**src/assert_macros.svh**
```systemverilog
// Assertion macros used by the free list datapath.
`ifndef ASSERT_MACROS_SVH
`define ASSERT_MACROS_SVH

// Checks a property on every rising clock edge outside reset.
`define ASSERT_ALWAYS(label, clk, rst, prop, msg) \
   label: assert property (@(posedge clk) disable iff (rst) (prop)) else $error(msg);

// Checks that the consequent holds in the cycle after the antecedent.
`define ASSERT_NEXT(label, clk, rst, ante, cons, msg) \
   label: assert property (@(posedge clk) disable iff (rst) (ante) |=> (cons)) else $error(msg);

`endif

```
**src/fbfl_pkg.sv**
```systemverilog
// Types and constants of the fixed block free list.
`timescale 1ns / 1ps
`default_nettype none
package fbfl_pkg;

   localparam int ACT_W = 2;
   localparam int IDX_W = 10;
   localparam int STAT_W = 2;
   localparam int CNT_W = 11;
   localparam logic [CNT_W-1:0] CNT_RESET = 11'd1024;

   typedef enum logic [ACT_W-1:0] {
      ACT_ALLOC = 2'd0,
      ACT_FREE  = 2'd1,
      ACT_CLEAR = 2'd2
   } action_type;

   typedef enum logic [STAT_W-1:0] {
      RSP_ALLOCATED = 2'd0,
      RSP_EXHAUSTED = 2'd1,
      RSP_DONE      = 2'd2
   } status_type;

   // controller -> datapath
   typedef struct packed {
      logic       mem_rd;
      logic       free_wr;
      logic       clear_init;
      logic       clear_wr;
      logic       head_end;
      logic       head_pop;
      logic       rsp_load;
      logic       rsp_give_head;
      status_type rsp_code;
   } cmd_type;

   // datapath -> controller
   typedef struct packed {
      logic [ACT_W-1:0] act;
      logic             head_empty;
      logic             idx_ok;
      logic             count_zero;
      logic             clear_last;
      logic             slot_free;
   } sts_type;

endpackage
`default_nettype wire

```
**src/fbfl_ctrl.sv**
```systemverilog
// Controller: sequences allocate, free and clear over the datapath.
`timescale 1ns / 1ps
`default_nettype none
module fbfl_ctrl (
   input  wire logic              clock,
   input  wire logic              reset,
   input  wire logic              req_valid,
   output logic                   req_ready,
   input  wire fbfl_pkg::sts_type sts,
   output fbfl_pkg::cmd_type      cmd
);

   typedef enum logic [1:0] {
      S_CLEAR,
      S_IDLE,
      S_ALLOC_WAIT
   } state_type;

   state_type state_ff, state_in;
   logic      report_ff, report_in;
   logic      accept;

   always_comb begin
      req_ready = (state_ff == S_IDLE) && sts.slot_free;
      accept = req_valid && req_ready;
      state_in = state_ff;
      report_in = report_ff;

      cmd.mem_rd = 1'b0;
      cmd.free_wr = 1'b0;
      cmd.clear_init = 1'b0;
      cmd.clear_wr = 1'b0;
      cmd.head_end = 1'b0;
      cmd.head_pop = 1'b0;
      cmd.rsp_load = 1'b0;
      cmd.rsp_give_head = 1'b0;
      cmd.rsp_code = fbfl_pkg::RSP_DONE;

      unique case (state_ff)
         S_IDLE: begin
            if (accept) begin
               unique case (sts.act)
                  fbfl_pkg::ACT_ALLOC: begin
                     if (sts.head_empty) begin
                        cmd.rsp_load = 1'b1;
                        cmd.rsp_code = fbfl_pkg::RSP_EXHAUSTED;
                     end else begin
                        cmd.mem_rd = 1'b1;
                        state_in = S_ALLOC_WAIT;
                     end
                  end
                  fbfl_pkg::ACT_FREE: begin
                     cmd.free_wr = sts.idx_ok;
                     cmd.rsp_load = 1'b1;
                  end
                  fbfl_pkg::ACT_CLEAR: begin
                     if (sts.count_zero) begin
                        cmd.head_end = 1'b1;
                        cmd.rsp_load = 1'b1;
                     end else begin
                        cmd.clear_init = 1'b1;
                        report_in = 1'b1;
                        state_in = S_CLEAR;
                     end
                  end
                  default: begin
                     cmd.rsp_load = 1'b1;
                  end
               endcase
            end
         end
         S_ALLOC_WAIT: begin
            cmd.head_pop = 1'b1;
            cmd.rsp_load = 1'b1;
            cmd.rsp_give_head = 1'b1;
            cmd.rsp_code = fbfl_pkg::RSP_ALLOCATED;
            state_in = S_IDLE;
         end
         S_CLEAR: begin
            cmd.clear_wr = 1'b1;
            if (sts.clear_last) begin
               cmd.rsp_load = report_ff;
               state_in = S_IDLE;
            end
         end
         default: begin
            state_in = S_IDLE;
         end
      endcase
   end

   always_ff @(posedge clock) begin
      if (reset) begin
         state_ff <= S_CLEAR;
         report_ff <= 1'b0;
      end else begin
         state_ff <= state_in;
         report_ff <= report_in;
      end
   end

endmodule
`default_nettype wire

```
**config.mk**
```make
export PLATFORM = sky130hd
export DESIGN_NAME = fbfl_ctrl
export DESIGN_NICKNAME = d
export VERILOG_FILES = /design/src/assert_macros.svh /design/src/fbfl_pkg.sv /design/src/fbfl_ctrl.sv
export SDC_FILE = /design/constraint.sdc
export NUM_CORES = 1
export LEC_CHECK = 0
export ABC_CLOCK_PERIOD_IN_PS = 1760
export BUFFER_PORTS_ARGS = -buffer_cell sky130_fd_sc_hd__buf_2
export CORE_AREA = 2 2 39 41
export CTS_CLUSTER_DIAMETER = 200
export DETAILED_ROUTE_END_ITERATION = 8
export DIE_AREA = 0 0 41 43
export PLACE_DENSITY_LB_ADDON = 0.12
export SLEW_MARGIN = 20
export SYNTH_ARGS = -nofsm -noshare
export SYNTH_HDL_FRONTEND = slang
export SYNTH_SLANG_ARGS = --single-unit
```
**constraint.sdc**
```tcl
create_clock -name clock -period 1.76 [get_ports clock]
set_clock_uncertainty 0.1 [all_clocks]
set_input_delay 0.176 -clock clock [delete_from_list [all_inputs] [get_ports clock]]
set_output_delay 0.176 -clock clock [all_outputs]
set_load 0.03 [all_outputs]
```
**Word-level counts from Yosys, hierarchy flattened**

Cells that the tools add are included.

- Register bits: 3
- Output and inout port bits: 11
- Logic and storage cells: 46

- Eq/ne operators: 9
- Muxes and demuxes: 28
- Bitwise operators: 1
- Reduce and logical (&&, ||, !) cells: 6

Operator list:

| operator | number |
|---|---|
| $mux W1 | 14 |
| $mux W2 | 7 |
| $pmux W2 S2 | 3 |
| $mux W3 | 2 |
| $ne A3 B3 Y1 const B | 2 |
| $reduce_and A5 Y1 | 1 |
| $eq A2 B1 Y1 const B | 2 |
| $eq A2 B2 Y1 const B | 2 |
| $logic_not A2 Y1 | 2 |
| $ne A2 B2 Y1 const B | 2 |
| $reduce_and A4 Y1 | 1 |
| $ne A3 B1 Y1 const B | 1 |
| $pmux W1 S3 | 1 |
| $logic_and A1 B1 Y1 | 2 |
| $pmux W1 S2 | 1 |
| $not A1 Y1 | 1 |

**Longest topological paths before layout**

Gate-level depths: netlist of run 1.

- Depth after elaboration: 5
- Gate-level depth with buffers: 5
- Depth with buffers taken out: 5

**Worst setup path before layout of run 1**

No wires, ideal clock.

- Path type: register -> register
- Start point: register state_ff[1]
- End point: register report_ff
- Data arrival time: 1.650 ns
- Required time: 1.599 ns
- Path slack: -0.051 ns
- Cell stages (with the launch flop): 6
- Buffers on the path: 0
- Clock period less this slack: 1.811 ns
- Cells stage by stage: dfxtp_1 -> inv_1 -> ha_1 -> nand3_2 -> nor3_1 -> o21ba_1

- Cells in the longest elaborated chain, start to end: 4

Ends and longest elaborated chain:

| what | RTL line | text |
|---|---|---|
| start, declared | fbfl_ctrl.sv:19 | `state_type state_ff, state_in;` |
| start signal, assigned | fbfl_ctrl.sv:97 | `state_ff <= state_in;` |
| $eq A2 B1 Y1 (*) | fbfl_ctrl.sv:24, fbfl_ctrl.sv:39 |  |
| $logic_and A1 B1 Y1 | fbfl_ctrl.sv:24 | `req_ready = (state_ff == S_IDLE) && sts.slot_free;` |
| $logic_and A1 B1 Y1 | fbfl_ctrl.sv:25 | `accept = req_valid && req_ready;` |
| $reduce_and A4 Y1 (no source line) (*) | - |  |
| end signal, assigned | fbfl_ctrl.sv:98 | `report_ff <= report_in;` |
| end, declared | fbfl_ctrl.sv:20 | `logic report_ff, report_in;` |

Mark *: on every way between the ends. The rest lies on a longest branch, timed or not.
A chain may end at the register's enable or synchronous reset.

==> impl_metrics.toml, run 1 <==
[run_status]
status = "finished, final reports clean"

[sta]
finalCritPeriodShare_pct = 95.7
finalHoldViolCount = 0
fin_crit_ns = 1.68
tightest_slew_ns = 0.337
setup_viol = 0
fmax_ghz = 0.594
worst_slack_ns = 0.0758
finalMaxSlewViolations = 0
relSlewSlack_pct = 77.5
fin_hold_ws_ns = 0.0914

[die]
ios = 21
rows = 14
die-area_sq_um = 1760
core_area_sq_um = 1380
start_util_pct = 23.1
chipHeight_um = 43
fp.dieW_um = 41

[finish]
nNetsFinal = 78
synthToLayoutAreaGrowth_pct = 65.5
mostFrequentLayoutCells = "buf_2 (16), buf_4 (6), ha_1 (3), clkbuf_4 (3)"
drive_above_1_share_pct = 61.9
mostFrequentLayoutCell = "buf_2"
fin_cells = 79
n_antenna_cell = 0
final_area_sq_um = 528

[global_routing]
grt_pass1_wl_um = 1260
grt_usage_pct = 10.6
grt_pass1_vias = 303
grt_antenna_before_repair = 0
grt_max_degree = 7
gr-total-overflow = 0

[clock_network]
cts.sinks = 3
insertion_delay_ns = 0.23
cts_tree = "done"
htreeDepth = 1
clk_pin_slew_ns = 0.04
cts-root-buf = "clkbuf_4"
clk_path_buf_depth = 2
cts_buffers = 3

[placement]
place_ws_ns = 0.145
place.gp.congestion = 0.670
port_buffers = 20
place_hpwl_um = 678
dpl_cell_area_sq_um = 448
place_inst = 73

[setup_path]
regToRegStartpoint = "state_ff[0]$_SDFFE_PP0P_"
cp-startpoint = "state_ff[1]$_SDFFE_PP0P_"
cp_max_fo = 5
cp-start-kind = "flop"
worstSetupEndpointType = "output pin"
crit_type = "flop to output pin"
worstPathArrival_ns = 1.41
required_ns = 1.48

[synthesis]
synth.distinct_cells = 25
netlist_instances = 37
synth_seq_cells = 3
syn_nets = 51
synth_area_sq_um = 319
syn_avg_cell_area_sq_um = 8.62
yosysSeqAreaShare_pct = 18.8
synthesis.yosys.warnings = 0

[routing]
antenna_left = 0
vias = 360
wire_per_inst_um = 10.8
drc_errors = 0
topRoutingLayerUsed = "met3"
first_iter_violations = 5
wl_met2_um = 392
wl_met3_um = 60
viasPerCell = 4.56
drt_pre_antenna_iters = 2
wirelength_um = 850
met1_length_um = 396

[flow_run]
max_cap_viol_count = 0

[power]
leakage_nw = 0.253
p_per_area_nw_per_um2 = 650
ir_drop_mv = 0.583

[hold_path]
hp-class = "primary input to flop"
hold_start = "reset"
[stage by stage]
step | util, % | power [mW] | setup TNS (ns)
6_report | 38.2 | 0.343 | 0
5_1_grt | 38.2 | 0.369 | -0.00301
4_1_cts | 36.2 | 0.332 | 0
3_5_place_dp | 32.4 | 0.196 | 0
3_3_place_gp | 32.4 | 0.198 | 0
2_1_floorplan | - | 0.156 | 0
[flip-flops by register name, summed over array words and instances (netlist names)]
| signal | count |
|---|---|
| report_ff | 1 |
| state_ff | 2 |
[power breakdown]
part / internal [mW] / switching (mW)
combinational: 0.0633 / 0.0793
sequential: 0.0752 / 0.00660
clock: 0.0848 / 0.0338
[timing repair]
item,4_1_cts,5_1_grt
setup buffers,0,2
resized for setup,7,5
hold endpoints to repair,0,0
pin swaps,0,2
setup endpoints to repair,6,5
hold buffers,0,0
[worst paths after layout]
check                                                 to  slack, ns  cells past startpoint
worst max-delay path                              cmd[3]       0.08                      6
worst min-delay path            state_ff[0]$_SDFFE_PP0P_       0.09                      2
worst max register to register  state_ff[0]$_SDFFE_PP0P_       0.23                      5
worst min register to register    report_ff$_SDFFE_PP0P_       0.39                      1
[critical path, cell delays in order, from the launching register on]
cell and delay (ns):
dfxtp_1 0.33, inv_2 0.09, ha_4 0.16, and2_2 0.15, o2111ai_2 0.13, a21oi_2 0.17, buf_6 0.14
[layout make-up]
| cell class | count | area [sq um] |
|---|---|---|
| clock buffers | 4 | 26.3 |
| fillers | 147 | 856 |
| inverters | 3 | 11.3 |
| multi-input cells | 30 | 273 |
| flip-flops and latches | 3 | 61.3 |
| well taps | 16 | 20.0 |
| repair buffers | 23 | 136 |
[logic make-up (layout without fill, tap and decap cells)]
kind of cell             Yosys count  in the layout  synth area share [%]
AO/OA/AOI/OAI                      7              7                  14.9
adder cells (fa/ha/maj)            4              4                  15.7
multiplexers                       2              2                  6.67
buffers and inverters              4             30                  5.88
AND/OR/NAND/NOR                   17             17                  38.0
flip-flops                         3              3                  18.8
[Yosys cell counts]
library cell / instances / area [sq um]
o2111ai_1: 1 / 8.76
a21oi_1: 2 / 10.0
or3_2: 1 / 7.51
and2_2: 1 / 7.51
o21ba_1: 1 / 10.0
nand2b_1: 1 / 6.26
or3_1: 1 / 6.26
and3_1: 1 / 6.26
nand3_2: 1 / 10.0
nor2_1: 1 / 3.75
inv_1: 3 / 11.3
a31oi_1: 1 / 6.26
o31ai_1: 1 / 7.51
and2b_2: 1 / 8.76
nand3b_1: 1 / 7.51
buf_4: 1 / 7.51
nor4_4: 1 / 21.3
nor2b_1: 2 / 12.5
nor3_1: 4 / 20.0
mux2i_1: 1 / 10.0
nand2_1: 1 / 3.75
mux2_2: 1 / 11.3
o21ai_0: 1 / 5.00
dfxtp_1: 3 / 60.1
ha_1: 4 / 50.1
[layer usage]
metal / up-vias / track usage [%]
li1: 185 / -
met1: 164 / 15.0
met2: 11 / 13.8
met3: 0 / 4.71
met4: 0 / 4.00
met5: - / 0
No activity file was read; power rests on OpenSTA's default activity.
==> run 2: changes to the inputs <==
--- a/config.mk
+++ b/config.mk
@@ -5,7 +5,7 @@
 export SDC_FILE = /design/constraint.sdc
 export NUM_CORES = 1
 export LEC_CHECK = 0
-export ABC_CLOCK_PERIOD_IN_PS = 1760
+export ABC_CLOCK_PERIOD_IN_PS = 1450
 export BUFFER_PORTS_ARGS = -buffer_cell sky130_fd_sc_hd__buf_2
 export CORE_AREA = 2 2 39 41
 export CTS_CLUSTER_DIAMETER = 200
==> constraint.sdc (replaced) <==
create_clock -name clock -period 1.45 [get_ports clock]
set_clock_uncertainty 0.1 [all_clocks]
set_input_delay 0.145 -clock clock [delete_from_list [all_inputs] [get_ports clock]]
set_output_delay 0.145 -clock clock [all_outputs]
set_load 0.03 [all_outputs]
==> impl_metrics.toml, run 2 (synthesized netlist as in run 1, its figures left out) <==
[flow_run]
max_cap_viol_count = 0

[placement]
port_buffers = 20
place_hpwl_um = 743
place.gp.congestion = 0.655

[power]
swShare_pct = 36.8
total_power_mw = 0.501
p_per_area_nw_per_um2 = 676
leakage_nw = 0.319
p_comb_share_pct = 50.7
p_clk_share_pct = 29.2
power.net_switching_mw = 0.184
intPower_mw = 0.317
power.share.sequential_pct = 20.1
ir_drop_mv = 0.443

[global_routing]
grt_antenna_before_repair = 0
grt_usage_pct = 11.4
grt_pass1_vias = 348
grt_max_degree = 6
gr-total-overflow = 0
grt_pass1_wl_um = 1350

[routing]
drt_pre_antenna_iters = 2
wire_per_inst_um = 11.6
drc_errors = 0
antenna_left = 0
wirelength_um = 986
vias = 392
first_iter_violations = 1
viasPerCell = 4.61

[setup_path]
cp-startpoint = "state_ff[0]$_SDFFE_PP0P_"
cpMaxStageDelayCell = "dfxtp_2"
cp_common_cell = "buf_6"
slowest_delay_ns = 0.36
worstPathArrival_ns = 1.32
crit_type = "flop to output pin"
cp_max_fo = 3
cp-start-kind = "flop"
cp_top_family = "flip-flops"
worst_r2r_path_depth = 6
ff2ff_setup_slack_ns = 0.02
cp.depth = 5
regToRegStartpoint = "state_ff[0]$_SDFFE_PP0P_"
worstSetupEndpointType = "output pin"
worstPathCellList = "ha_4 -> buf_6 -> and2b_2 -> a21oi_2 -> buf_6"
crit_buf_inv = 2
required_ns = 1.21

[hold_path]
hp-class = "primary input to flop"
hold_start = "reset"
min_path_cells = 2

[die]
die-area_sq_um = 1760
chipHeight_um = 43
ios = 21
core_area_sq_um = 1380
start_util_pct = 23.1
rows = 14
fp.dieW_um = 41

[clock_network]
insertion_delay_ns = 0.23
cts_tree = "done"
htreeDepth = 1
cts.sinks = 3
cts_buffers = 3
clk_path_buf_depth = 2
hold_buffers = 0
cts-root-buf = "clkbuf_4"
clk_pin_slew_ns = 0.04

[sta]
setup_viol = 7
finalCritPeriodShare_pct = 108
finalMaxSlewViolations = 0
tightest_slew_ns = 0.321
finalHoldViolCount = 0
relSlewSlack_pct = 78.6
fin_crit_ns = 1.57
fin_hold_ws_ns = 0.0544
tns_ns = -0.578
fmax_ghz = 0.638
worst_slack_ns = -0.117
grt_setup_unrepaired = "true"

[run_status]
status = "finished with violations"
failed_checks = "setup timing"

[finish]
mostFrequentLayoutCells = "buf_2 (13), buf_6 (9), buf_4 (7)"
nNetsFinal = 84
n_antenna_cell = 0
fill_cells = 127
synthToLayoutAreaGrowth_pct = 132
largest_register_ffs = 2
regMostFlops = "state_ff"
top_regs = "state_ff: 2 flops, report_ff: 1 flops"
drive_above_1_share_pct = 82.6
mostFrequentLayoutCell = "buf_2"
-- run 2: through the flow --
| stage | utilization [%] | std cells | area (sq um) | setup slack [ns] |
|---|---|---|---|---|
| 2_1_floorplan | - | 37 | 385 | -0.0526 |
| 3_3_place_gp | 38.7 | 77 | 536 | -0.0145 |
| 3_5_place_dp | 38.7 | 77 | 536 | -0.00360 |
| 4_1_cts | 48.2 | 84 | 667 | -0.185 |
| 5_1_grt | 53.5 | 85 | 741 | -0.186 |
| 6_report | 53.5 | 85 | 741 | -0.117 |
-- run 2: area by class of cell --
type / instances / area (sq um) / share of cell area [%]
flip-flops and latches: 3 / 62.6 / 8.45
well taps: 16 / 20.0 / 2.70
repair buffers: 29 / 219 / 29.6
inverters: 3 / 11.3 / 1.52
multi-input cells: 30 / 402 / 54.2
clock buffers: 4 / 26.3 / 3.55
-- run 2: final timing paths --
path / endpoint
setup / recovery: cmd[1]
hold / removal: state_ff[0]$_SDFFE_PP0P_
setup reg to reg: state_ff[0]$_SDFFE_PP0P_
hold reg to reg: report_ff$_SDFFE_PP0P_
-- run 2: worst reg2reg max path, cell delays in order (launching register included) --
cell	delay [ns]
dfxtp_2	0.36
ha_4	0.17
nand3_4	0.09
buf_6	0.13
nor4_4	0.24
buf_4	0.16
o31ai_2	0.05
-- run 2: layer usage --
| metal | wire length [um] | track usage, % |
|---|---|---|
| met1 | 405 | 13.1 |
| met5 | 0 | 0 |
| met2 | 509 | 18.1 |
| met4 | 19 | 6.00 |
| met3 | 51 | 3.14 |
-- run 2: repair_timing --
item / 4_1_cts / 5_1_grt
pin swaps: 8 / 4
buffers inserted: 3 / 1
gates resized for setup: 19 / 14
setup endpoints to repair: 9 / 9
-- run 2: power by group through the flow --
stage / clock network, mW / logic, mW / registers, mW
final: 0.146 / 0.254 / 0.101
after global routing: 0.162 / 0.271 / 0.101
after CTS: 0.156 / 0.215 / 0.0990
after detailed placement: 0 / 0.177 / 0.101
after global placement: 0 / 0.177 / 0.101
after floorplan: 0 / 0.113 / 0.0999
==> run 3: changes to the inputs <==
--- a/config.mk
+++ b/config.mk
@@ -7,10 +7,11 @@
 export LEC_CHECK = 0
 export ABC_CLOCK_PERIOD_IN_PS = 1450
 export BUFFER_PORTS_ARGS = -buffer_cell sky130_fd_sc_hd__buf_2
-export CORE_AREA = 2 2 39 41
+export CELL_PAD_IN_SITES_DETAIL_PLACEMENT = 1
+export CELL_PAD_IN_SITES_GLOBAL_PLACEMENT = 1
+export CORE_UTILIZATION = 23
 export CTS_CLUSTER_DIAMETER = 200
 export DETAILED_ROUTE_END_ITERATION = 8
-export DIE_AREA = 0 0 41 43
 export PLACE_DENSITY_LB_ADDON = 0.12
 export SLEW_MARGIN = 20
 export SYNTH_ARGS = -nofsm -noshare
==> impl_metrics.toml, run 3 (synthesized netlist as in run 1, its figures left out) <==
[die]
start_util_pct = 24.5
ios = 21
die-area_sq_um = 1540
fp.dieW_um = 39.2
rows = 13
core_area_sq_um = 1300
chipHeight_um = 39.2

[finish]
top_regs = "state_ff: 2 flops, report_ff: 1 flops"
fin_util_pct = 56.3
fill_cells = 146
fin_cells = 85
regMostFlops = "state_ff"
synthToLayoutAreaGrowth_pct = 130
final_area_sq_um = 733
seqCellArea_sq_um = 62.6
mostFrequentLayoutCells = "buf_2 (13), buf_4 (9), buf_6 (8), nor3_4 (4)"
nNetsFinal = 85
mostFrequentLayoutCell = "buf_2"
largest_register_ffs = 2
n_antenna_cell = 0
drive_above_1_share_pct = 80.0
multi_input_area_sq_um = 392

[setup_path]
worstSetupEndpointType = "output pin"
crit_type = "flop to output pin"
required_ns = 1.21
cpMaxStageDelayCell = "dfxtp_2"
crit_buf_inv = 2
worstPathCellList = "inv_2 -> ha_4 -> nand3_4 -> nor3_4 -> and3_4 -> buf_6"
cp_top_family = "simple AND/OR/NAND/NOR gates"
ff2ff_setup_slack_ns = -0.11
worst_r2r_path_depth = 8
slowest_delay_ns = 0.31
regToRegStartpoint = "state_ff[1]$_SDFFE_PP0P_"
worstPathArrival_ns = 1.32
cp_max_fo = 4
r2r-end = "state_ff[0]$_SDFFE_PP0P_"
cp-start-kind = "flop"
cp-startpoint = "state_ff[1]$_SDFFE_PP0P_"
cp.depth = 6
critPathCapture = "cmd[0]"

[routing]
drc_errors = 0
drt_pre_antenna_iters = 1
antenna_left = 0
viasPerCell = 4.72
vias = 401
wire_per_inst_um = 13.3
first_iter_violations = 0
wirelength_um = 1130

[placement]
place_hpwl_um = 830
place.gp.congestion = 0.617
place_inst = 77
port_buffers = 20
dpl_cell_area_sq_um = 542
place_ws_ns = -0.0358

[sta]
finalCritPeriodShare_pct = 108
setup_viol = 9
finalMaxSlewViolations = 0
fin_hold_ws_ns = 0.0407
relSlewSlack_pct = 74.2
tns_ns = -0.792
fin_crit_ns = 1.56
tightest_slew_ns = 0.387
finalHoldViolCount = 0
fmax_ghz = 0.641
worst_slack_ns = -0.111
grt_setup_unrepaired = "true"

[hold_path]
min_path_cells = 2
hp-class = "primary input to flop"

[clock_network]
clk_path_buf_depth = 2
hold_buffers = 0
clk_pin_slew_ns = 0.04
insertion_delay_ns = 0.23
cts-root-buf = "clkbuf_4"
cts.sinks = 3
htreeDepth = 1
cts_tree = "done"
cts_buffers = 3

[global_routing]
grt_pass1_wl_um = 1660
grt_antenna_before_repair = 0
gr-total-overflow = 0
grt_usage_pct = 17.1
grt_pass1_vias = 382
grt_max_degree = 6

[run_status]
status = "finished with violations"
failed_checks = "setup timing"

[power]
ir_drop_mv = 0.424
p_per_area_nw_per_um2 = 665
leakage_nw = 0.325
total_power_mw = 0.488

[flow_run]
max_cap_viol_count = 0
## run 3: how the worst min path moves through the flow
stage / startpoint / endpoint / slack (ns)
global route: reset / state_ff[0]$_SDFFE_PP0P_ / 0.05
finish: reset / state_ff[0]$_SDFFE_PP0P_ / 0.04
floorplan: reset / state_ff[0]$_SDFFE_PP0P_ / 0.14
detailed placement: reset / state_ff[0]$_SDFFE_PP0P_ / 0.29
CTS: reset / state_ff[0]$_SDFFE_PP0P_ / 0.04
global placement: reset / state_ff[0]$_SDFFE_PP0P_ / 0.29
## run 3: per-layer routing
metal	track usage, %	vias up	wire, um
met5	0	-	0
met4	12.9	0	0
met3	3.47	0	46
met2	25.8	14	553
met1	20.9	186	529
li1	-	201	-
## run 3: power by group
group,switching [mW],internal (mW),total [mW]
Sequential,0.00964,0.0913,0.101
Combinational,0.128,0.112,0.240
Clock,0.0436,0.103,0.147
## run 3: final cells by class
cell class,instances,area share (%)
clock buffers,4,3.58
inverters,3,1.54
multi-input cells,30,53.4
flip-flops and latches,3,8.53
well taps,15,2.56
repair buffers,30,30.4
## run 3: what timing repair did
item / CTS / global route
pin swaps: 8 / 5
resized for setup: 22 / 7
setup buffers: 2 / 2
setup endpoints to repair: 9 / 9
